===== config.mk =====
export PLATFORM = sky130hd
export DESIGN_NAME = hall_commutation_speed_loop
export DESIGN_NICKNAME = d
export VERILOG_FILES = /design/src/rtl/hcsl_pkg.sv /design/src/rtl/hcsl_front.sv /design/src/rtl/hcsl_fifo.sv /design/src/rtl/hcsl_back.sv /design/src/rtl/hall_commutation_speed_loop.sv
export SDC_FILE = /design/constraint.sdc
export NUM_CORES = 1
export LEC_CHECK = 0
export BUFFER_PORTS_ARGS = -buffer_cell sky130_fd_sc_hd__buf_2
export CELL_PAD_IN_SITES_DETAIL_PLACEMENT = 1
export CELL_PAD_IN_SITES_GLOBAL_PLACEMENT = 2
export CORE_MARGIN = 4
export CORE_UTILIZATION = 46
export DETAILED_ROUTE_END_ITERATION = 8
export PLACE_DENSITY_LB_ADDON = 0.12
export SETUP_SLACK_MARGIN = 0.15
export SLEW_MARGIN = 20
export SYNTH_ARGS = -nofsm -noshare
export SYNTH_HDL_FRONTEND = slang
export SYNTH_SLANG_ARGS = --single-unit

===== constraint.sdc =====
create_clock -name clk -period 18.3 [get_ports clk]
set_input_delay 0.915 -clock clk [delete_from_list [all_inputs] [get_ports clk]]
set_output_delay 0.915 -clock clk [all_outputs]
set_load 0.02 [all_outputs]

===== src/rtl/hcsl_pkg.sv =====
package hcsl_pkg;

	// queue between front and back
	localparam int QDepth = 2;
	localparam int QPtrW  = (QDepth > 1) ? $clog2(QDepth) : 1;
	localparam int QCntW  = $clog2(QDepth + 1);

	// speed conversion constants
	localparam logic signed [15:0] TICK_LIMIT  = 16'sd240;
	localparam logic signed [23:0] SPEED_SCALE = 24'sd100;
	localparam logic signed [15:0] TICK_MAX    = 16'sh7fff;
	localparam logic signed [15:0] TICK_MIN    = 16'sh8000;

	// hall codes that carry no position
	localparam logic [2:0] HALL_NONE_LO = 3'd0;
	localparam logic [2:0] HALL_NONE_HI = 3'd7;

	// register indexes of the configuration port
	typedef enum logic [2:0] {
		REG_GAIN       = 3'd0,
		REG_DUTY_MAX   = 3'd1,
		REG_DUTY_MIN   = 3'd2,
		REG_SPEED_HIGH = 3'd3,
		REG_SPEED_LOW  = 3'd4
	} reg_idx_t;

	typedef struct packed {
		logic [15:0]        gain;
		logic [14:0]        duty_max;
		logic signed [15:0] duty_min;
		logic signed [15:0] speed_high;
		logic signed [15:0] speed_low;
	} cfg_regs_t;

	typedef struct packed {
		logic               command;
		logic               hall_a;
		logic               hall_b;
		logic               hall_c;
		logic signed [15:0] speed_target;
	} in_word_t;

	typedef struct packed {
		logic               gate_a_high;
		logic               gate_a_low;
		logic               gate_b_high;
		logic               gate_b_low;
		logic               gate_c_high;
		logic               gate_c_low;
		logic               forward;
		logic [15:0]        duty;
		logic signed [15:0] speed;
	} out_word_t;

	// classified word handed from front to back
	typedef struct packed {
		logic               tick;
		logic [2:0]         code;
		logic signed [15:0] speed;
		logic signed [15:0] target;
	} q_word_t;

	// status of the queue as seen by its two sides
	typedef struct packed {
		logic full;
		logic empty;
	} q_stat_t;

	// clockwise predecessor of each hall code
	function automatic logic [2:0] cw_pred(input logic [2:0] code);
		logic [2:0] p;
		unique case (code)
			3'd1:    p = 3'd3;
			3'd2:    p = 3'd6;
			3'd3:    p = 3'd2;
			3'd4:    p = 3'd5;
			3'd5:    p = 3'd1;
			3'd6:    p = 3'd4;
			default: p = 3'd0;
		endcase
		return p;
	endfunction

endpackage


===== src/rtl/hcsl_front.sv =====
module hcsl_front (
	input  logic               clk,
	input  logic               arst_n,
	input  logic               in_valid,
	input  hcsl_pkg::in_word_t word,
	input  hcsl_pkg::cfg_regs_t cfg,
	input  hcsl_pkg::q_stat_t  qstat,
	output logic               in_stall,
	output logic               push,
	output hcsl_pkg::q_word_t  entry
);
	import hcsl_pkg::*;

	logic [2:0]         last_q, last_next;
	logic signed [15:0] tick_q, tick_next;
	logic signed [15:0] speed_q, speed_next;
	logic [2:0]         code;
	logic signed [23:0] scaled;
	logic signed [15:0] spd;
	logic               accept;

	assign in_stall = qstat.full;
	assign accept   = in_valid && !qstat.full;
	assign push     = accept;

	// classify the word, count hall steps, convert ticks to speed
	always_comb begin
		code       = {word.hall_a, word.hall_b, word.hall_c};
		scaled     = 24'(tick_q) * SPEED_SCALE;
		last_next  = last_q;
		tick_next  = tick_q;
		speed_next = speed_q;
		priority if (tick_q > TICK_LIMIT) begin
			spd = cfg.speed_high;
		end else if (tick_q < -TICK_LIMIT) begin
			spd = cfg.speed_low;
		end else begin
			spd = signed'(scaled[15:0]);
		end
		entry.target = word.speed_target;
		if (word.command) begin
			tick_next    = '0;
			speed_next   = spd;
			entry.tick   = 1'b1;
			entry.code   = last_q;
			entry.speed  = spd;
		end else begin
			if (code != last_q && code != HALL_NONE_LO && code != HALL_NONE_HI) begin
				if (last_q == cw_pred(code)) begin
					if (tick_q != TICK_MAX) tick_next = tick_q + 16'sd1;
				end else begin
					if (tick_q != TICK_MIN) tick_next = tick_q - 16'sd1;
				end
			end
			last_next    = code;
			entry.tick   = 1'b0;
			entry.code   = code;
			entry.speed  = speed_q;
		end
	end

	// hold front state, advance on accept
	always_ff @(posedge clk or negedge arst_n) begin
		if (!arst_n) begin
			last_q  <= '0;
			tick_q  <= '0;
			speed_q <= '0;
		end else if (accept) begin
			last_q  <= last_next;
			tick_q  <= tick_next;
			speed_q <= speed_next;
		end
	end

endmodule


===== src/rtl/hcsl_fifo.sv =====
module hcsl_fifo (
	input  logic              clk,
	input  logic              arst_n,
	input  logic              push,
	input  hcsl_pkg::q_word_t wr_word,
	input  logic              pop,
	output hcsl_pkg::q_word_t rd_word,
	output hcsl_pkg::q_stat_t qstat
);
	import hcsl_pkg::*;

	q_word_t            mem_q [QDepth];
	logic [QPtrW-1:0]   wr_ptr_q, rd_ptr_q;
	logic [QCntW-1:0]   count_q;
	logic               do_push, do_pop;

	assign qstat.full  = (count_q == QCntW'(QDepth));
	assign qstat.empty = (count_q == '0);
	assign do_push     = push && !qstat.full;
	assign do_pop      = pop && !qstat.empty;
	assign rd_word     = mem_q[rd_ptr_q];

	// store pushed words
	always_ff @(posedge clk) begin
		if (do_push) mem_q[wr_ptr_q] <= wr_word;
	end

	// advance pointers and fill count
	always_ff @(posedge clk or negedge arst_n) begin
		if (!arst_n) begin
			wr_ptr_q <= '0;
			rd_ptr_q <= '0;
			count_q  <= '0;
		end else begin
			if (do_push) begin
				wr_ptr_q <= (wr_ptr_q == QPtrW'(QDepth - 1)) ? '0 : wr_ptr_q + 1'b1;
			end
			if (do_pop) begin
				rd_ptr_q <= (rd_ptr_q == QPtrW'(QDepth - 1)) ? '0 : rd_ptr_q + 1'b1;
			end
			unique case ({do_push, do_pop})
				2'b10:   count_q <= count_q + 1'b1;
				2'b01:   count_q <= count_q - 1'b1;
				default: count_q <= count_q;
			endcase
		end
	end

endmodule


===== src/rtl/hcsl_back.sv =====
module hcsl_back (
	input  logic                clk,
	input  logic                arst_n,
	input  hcsl_pkg::q_word_t   rd_word,
	input  hcsl_pkg::q_stat_t   qstat,
	input  hcsl_pkg::cfg_regs_t cfg,
	input  logic                out_stall,
	output logic                pop,
	output logic                out_valid,
	output hcsl_pkg::out_word_t out_data
);
	import hcsl_pkg::*;

	// stage 1: error times gain
	logic               v_s1;
	q_word_t            w_s1;
	logic signed [32:0] prod_s1;
	// stage 2: output word
	logic               v_s2;
	out_word_t          out_s2;

	logic               sense_q, sense_next;
	logic [15:0]        duty_q, duty_next;
	logic               en_s1, en_s2;
	logic signed [16:0] err;
	logic signed [33:0] prod;
	logic signed [32:0] shifted;
	logic signed [24:0] cmd, clamped, neg, dmin, dmax;
	logic [2:0]         c;
	logic               p_a, n_a, p_b, n_b, p_c, n_c;

	assign en_s2     = !v_s2 || !out_stall;
	assign en_s1     = !v_s1 || en_s2;
	assign pop       = en_s1 && !qstat.empty;
	assign out_valid = v_s2;
	assign out_data  = out_s2;

	// form error and product
	always_comb begin
		err  = 17'(rd_word.target) - 17'(rd_word.speed);
		prod = 34'(err) * signed'({18'd0, cfg.gain});
	end

	// scale, clamp and split into direction and magnitude
	always_comb begin
		shifted    = prod_s1 >>> 8;
		cmd        = signed'(shifted[24:0]);
		dmin       = 25'(cfg.duty_min);
		dmax       = signed'({10'd0, cfg.duty_max});
		sense_next = sense_q;
		duty_next  = duty_q;
		priority if (cmd < dmin) begin
			clamped = dmin;
		end else if (cmd > dmax) begin
			clamped = dmax;
		end else begin
			clamped = cmd;
		end
		neg = -clamped;
		if (w_s1.tick) begin
			priority if (clamped >= 25'sd0 && clamped <= dmax) begin
				sense_next = 1'b1;
				duty_next  = clamped[15:0];
			end else if (clamped >= dmin && clamped < 25'sd0) begin
				sense_next = 1'b0;
				duty_next  = neg[15:0];
			end else begin
				sense_next = 1'b1;
				duty_next  = '0;
			end
		end
	end

	// commutation from hall code and direction
	always_comb begin
		c   = w_s1.code;
		p_a = c[2] & ~c[1];
		n_a = ~c[2] & c[1];
		p_b = c[1] & ~c[0];
		n_b = ~c[1] & c[0];
		p_c = ~c[2] & c[0];
		n_c = c[2] & ~c[0];
	end

	// advance the back pipeline
	always_ff @(posedge clk or negedge arst_n) begin
		if (!arst_n) begin
			v_s1    <= 1'b0;
			v_s2    <= 1'b0;
			sense_q <= 1'b1;
			duty_q  <= '0;
		end else begin
			if (en_s1) v_s1 <= !qstat.empty;
			if (en_s2) begin
				v_s2 <= v_s1;
				if (v_s1) begin
					sense_q <= sense_next;
					duty_q  <= duty_next;
				end
			end
		end
	end

	// payload registers
	always_ff @(posedge clk) begin
		if (pop) begin
			w_s1    <= rd_word;
			prod_s1 <= prod[32:0];
		end
		if (en_s2 && v_s1) begin
			out_s2.gate_a_high <= sense_next ? p_a : n_a;
			out_s2.gate_a_low  <= sense_next ? n_a : p_a;
			out_s2.gate_b_high <= sense_next ? p_b : n_b;
			out_s2.gate_b_low  <= sense_next ? n_b : p_b;
			out_s2.gate_c_high <= sense_next ? p_c : n_c;
			out_s2.gate_c_low  <= sense_next ? n_c : p_c;
			out_s2.forward     <= sense_next;
			out_s2.duty        <= duty_next;
			out_s2.speed       <= w_s1.speed;
		end
	end

endmodule


===== src/rtl/hall_commutation_speed_loop.sv =====
// A word accepted at the input is written into the queue, then registered into
// stage 1 and then into the stage 2 output word when the output is not stalled.
// Throughput: one word per cycle unless stalled; a two-word queue parts the front
// from the two-stage multiply and clamp pipeline, so each side stalls on its own.
// Reset: arst_n clears hall code, ticks, speed and duty, sets forward, and
// restores all configuration registers to their defaults.
module hall_commutation_speed_loop (
	input  logic                clk,
	input  logic                arst_n,
	input  logic                in_valid,
	output logic                in_stall,
	input  hcsl_pkg::in_word_t  in_data,
	output logic                out_valid,
	input  logic                out_stall,
	output hcsl_pkg::out_word_t out_data,
	input  logic                cfg_valid,
	output logic                cfg_ready,
	input  logic [2:0]          cfg_index,
	input  logic [15:0]         cfg_data
);
	import hcsl_pkg::*;

	cfg_regs_t cfg_q;
	q_word_t   push_word, pop_word;
	q_stat_t   qstat;
	logic      push, pop;

	assign cfg_ready = 1'b1;

	// write configuration registers
	always_ff @(posedge clk or negedge arst_n) begin
		if (!arst_n) begin
			cfg_q.gain       <= 16'd256;
			cfg_q.duty_max   <= 15'd1000;
			cfg_q.duty_min   <= -16'sd1000;
			cfg_q.speed_high <= 16'sd24000;
			cfg_q.speed_low  <= -16'sd24000;
		end else if (cfg_valid && cfg_ready) begin
			unique case (reg_idx_t'(cfg_index))
				REG_GAIN:       cfg_q.gain       <= cfg_data;
				REG_DUTY_MAX:   cfg_q.duty_max   <= cfg_data[14:0];
				REG_DUTY_MIN:   cfg_q.duty_min   <= signed'(cfg_data);
				REG_SPEED_HIGH: cfg_q.speed_high <= signed'(cfg_data);
				REG_SPEED_LOW:  cfg_q.speed_low  <= signed'(cfg_data);
				default:        cfg_q            <= cfg_q;
			endcase
		end
	end

	hcsl_front u_front (
		.clk      (clk),
		.arst_n   (arst_n),
		.in_valid (in_valid),
		.word     (in_data),
		.cfg      (cfg_q),
		.qstat    (qstat),
		.in_stall (in_stall),
		.push     (push),
		.entry    (push_word)
	);

	hcsl_fifo u_fifo (
		.clk     (clk),
		.arst_n  (arst_n),
		.push    (push),
		.wr_word (push_word),
		.pop     (pop),
		.rd_word (pop_word),
		.qstat   (qstat)
	);

	hcsl_back u_back (
		.clk       (clk),
		.arst_n    (arst_n),
		.rd_word   (pop_word),
		.qstat     (qstat),
		.cfg       (cfg_q),
		.out_stall (out_stall),
		.pop       (pop),
		.out_valid (out_valid),
		.out_data  (out_data)
	);

`ifndef ASSERT_OFF
	// reverse drive always carries a nonzero duty
	a_reverse_duty: assert property (@(posedge clk) disable iff (!arst_n)
		out_valid && !out_data.forward |-> out_data.duty != 16'd0)
		else $error("reverse drive with zero duty");

	// never both switches of one phase on
	a_no_shoot: assert property (@(posedge clk) disable iff (!arst_n)
		out_valid |-> !(out_data.gate_a_high && out_data.gate_a_low) &&
			!(out_data.gate_b_high && out_data.gate_b_low) &&
			!(out_data.gate_c_high && out_data.gate_c_low))
		else $error("phase shoot-through");

	// hold a stalled result word
	a_out_hold: assert property (@(posedge clk) disable iff (!arst_n)
		out_valid && out_stall |=> out_valid && $stable(out_data))
		else $error("stalled result word changed");
`endif

endmodule

==> PnR_summary.wiki <==
{| class="wikitable"
! Metric !! Value
|-
| Initial DRC Count || 858
|-
| Number of flops mapped to enable cells by yosys || 156
|-
| Post-Route Skew || 24.9 ps
|-
| Final-stage net count || 3,224
|-
| Number of max-slew violations in the final report || 0
|-
| X dimension of the die || 249 um
|-
| Peak per-stage delay on the critical path || 580 ps
|-
| Wire length of the first global-routing pass || 117,000 um
|-
| Count of warnings emitted by yosys || 0
|-
| Boundary Pins || 86
|-
| DRT antenna net count || 0
|-
| Latest clock arrival within the worst-skew pair || 550 ps
|-
| CP endpoint kind || register
|-
| CTS tree || yes
|-
| Synthesized net count || 3,158
|-
| Proportion of synthesized chip area in sequential cells || 30.6%
|-
| Number of I/O port buffers || 84
|-
| CTS resizes || 0
|-
| Clock Pin Slew Worst Setup and Hold Paths || 60 ps
|-
| Flops & latches, synth || 293
|-
| Largest net degree at the start of global routing || 79
|-
| Area grow syn2layout || 9.22%
|-
| CTS buffer count || 34
|-
| Fraction of registers with async set or reset after synthesis || 46.8%
|-
| Worst endpoint required time || 18,580 ps
|-
| Row count || 87
|-
| Maximum buffer depth of the clock tree || 3
|-
| Initial Utilization || 46.9%
|-
| Buffering stage count on the worst path with inverters included || 6
|-
| Area share of the largest cell type after synthesis || 20.7%
|-
| Most repeated cell in the gate-level netlist after synthesis || inv_1
|-
| Number of sinks handled by clock tree synthesis || 293
|-
| Number of remaining DRC errors || 0
|-
| Post CTS Setup Buffer Count || 0
|-
| Maximum clock rate || 98.8 MHz
|-
| Global route total overflow || 0
|-
| Final instance area || 29,100 sq um
|-
| Most numerous cell types in the synthesized netlist || 468 x inv_1, 276 x fa_1, 252 x nand2_1, 232 x ha_1, 156 x edfxtp_1
|-
| Number of distinct library cell variants in the gate-level netlist after synthesis || 83
|-
| Netlist area before placement || 26,700 sq um
|-
| Top cell family by delay on the critical path || adder cells
|-
| Setup repair after global routing missed its margin || no
|-
| Total half-perimeter wirelength after legalization and detailed placement || 56,200 um
|-
| Vias after detailed routing || 18,600
|-
| Run status || finished clean
|-
| Detailed-route wire length || 72,600 um
|-
| DIE AREA || 61,900 sq um
|-
| Die height || 249 um
|-
| Worst hold path type || input pin to async pin
|-
| Fraction of final layout cells sized beyond drive strength 1 || 12.0%
|-
| Relative slew slack || 30.5%
|-
| Number of vias per cell after detailed routing || 5.39
|-
| Placeable core region || 56,800 sq um
|-
| Max capacitance violation total || 0
|-
| Detailed-route wire length per cell || 21.0 um
|-
| Gate count after technology mapping || 2,606
|-
| Final weighted congestion in routability-driven placement || 0.844
|-
| Cell repeated most along the worst path || fa_1
|-
| Slew of the pin with the lowest slew margin || 1040 ps
|-
| Setup Viol. Count Final || 0
|-
| Setup tns final || 0 ps
|-
| Worst Path Max Fanout || 30
|-
| Prevailing post-synth register cell || edfxtp_1
|-
| DR pass1 iterations || 5
|-
| Initial antenna violation count || 3
|-
| Via count of the first global-routing pass || 20,900
|-
| Final critical-path share of the clock period || 55.3%
|-
| Count of hold-fix buffers inserted at cts || 0
|-
| Final hold viol count || 0
|-
| Clock root buffer master || clkbuf_16
|-
| Path type of the worst setup path || register to register
|-
| Count of H-tree levels built during CTS || 2
|-
| GRT Total Usage || 23.6%
|-
| Mean instance size in the synthesized netlist || 10.2 sq um
|-
| Cell type contributing the most total cell area after synthesis || fa_1
|-
| Startpoint kind of the worst setup timing path || register
|-
| Standard cell with the maximum stage delay on the critical path || fa_1
|-
| Post-Place Cell Area || 27,900 sq um
|-
| Post-route minimum period || 10,130 ps
|-
| Main area contributors after synthesis || fa_1 21%, edfxtp_1 18%, ha_1 11%, dfrtp_1 10%, inv_1 6.6%
|-
| Arrival time at the worst endpoint || 10,400 ps
|}
## stage by stage
stage,worst slack [ps],std cells,util [%],hold slack [ps]
4_1_cts,8140,3453,51.2,427
3_3_place_gp,8500,3391,49.2,406
2_1_floorplan,8730,2606,-,400
6_report,8170,3455,51.2,397
3_5_place_dp,8160,3391,49.2,406
5_1_grt,7400,3454,51.2,430
## layout make-up
class | count | area (sq um)
inverters | 470 | 1760
flip-flops and latches | 293 | 8150
fillers | 6317 | 27700
repair buffers | 117 | 694
clock buffers | 46 | 927
well taps | 756 | 946
multi-input cells | 1756 | 16400
diodes | 1 | 2.50
clock inverters | 16 | 203
## final timing paths
kind	startpoint	to	slack (ps)	depth (start not counted)
worst max-delay path	u_fifo.rd_ptr_q$_DFFE_PN0P_	u_back.prod_s1[32]$_DFFE_PP_	8170	35
worst min-delay path	arst_n	u_front.tick_q[13]$_DFFE_PN0P_	400	1
worst max register to register	u_fifo.rd_ptr_q$_DFFE_PN0P_	u_back.prod_s1[32]$_DFFE_PP_	8170	35
worst min register to register	u_back.w_s1[21]$_DFFE_PP_	u_back.out_data[5]$_DFFE_PP_	420	0
max in group asynchronous	arst_n	cfg_q[66]$_DFFE_PN0P_	16550	2
min in group clk	u_back.w_s1[21]$_DFFE_PP_	u_back.out_data[5]$_DFFE_PP_	420	0
## worst reg2reg max path, delay by kind of cell, from the launching register on
family          cells  cell delay, ps
compound gates     12            3060
simple gates        6            1010
fa+ha+maj           8            3640
buf+inv             6             990
flops               1             480
xor+xnor            2             270
mux                 1             410
## layout by cell type, fill, tap and decap left out, types with 7 or more instances in the layout
cell,netlist,routed
a21boi_0,7,7
a21o_1,39,39
a21oi_1,75,75
a22o_1,15,15
a31oi_1,11,10
and2_1,111,111
and3_1,19,18
and3b_1,12,12
buf_2,2,83
buf_4,4,32
clkbuf_1,76,10
clkbuf_16,0,35
dfrtp_1,110,109
dfstp_2,27,27
edfxtp_1,156,156
fa_1,276,276
ha_1,232,232
inv_1,468,467
mux2_2,98,98
mux2i_1,40,40
nand2_1,252,252
nand2b_1,26,26
nand3_1,24,23
nand3b_1,9,9
nand4_1,16,16
nor2_1,88,84
nor2b_1,38,38
nor3_1,22,21
o21a_1,15,15
o21ai_0,101,101
o21ai_1,16,16
o31ai_1,13,13
or3_1,9,9
xnor2_1,66,66
xor2_1,27,27
## cells by family after synthesis
family / after synthesis / share of synthesized area, %
mux: 139 / 5.70
buf+inv: 557 / 8.01
xor+xnor: 93 / 3.06
compound gates: 360 / 8.70
other cells: 1 / 0.0141
flops: 293 / 30.6
fa+ha+maj: 508 / 31.6
simple gates: 655 / 12.3
## layer usage
metal,vias to the layer above,routed length [um],GRT usage (%)
li1,8644,-,-
met1,9594,32500,32.2
met2,308,36200,41.0
met3,79,2670,3.11
met4,0,1280,4.58
met5,-,0,0
## flip-flops by register name (all words and copies together), names as in the netlist
register and cells:
cfg_q 79, u_back.c 3, u_back.duty_q 16, u_back.out_data 39
u_back.out_valid 1, u_back.prod_s1 25, u_back.sense_q 1, u_back.v_s1 1
u_back.w_s1 17, u_fifo.count_q 2, u_fifo.mem_q 72, u_fifo.rd_ptr_q 1
u_fifo.wr_ptr_q 1, u_front.last_q 3, u_front.speed_q 16, u_front.tick_q 16
Power is left out: the tool's default activity adds up to more than one toggle a clock period on the data nets, which glitch-free logic cannot reach.
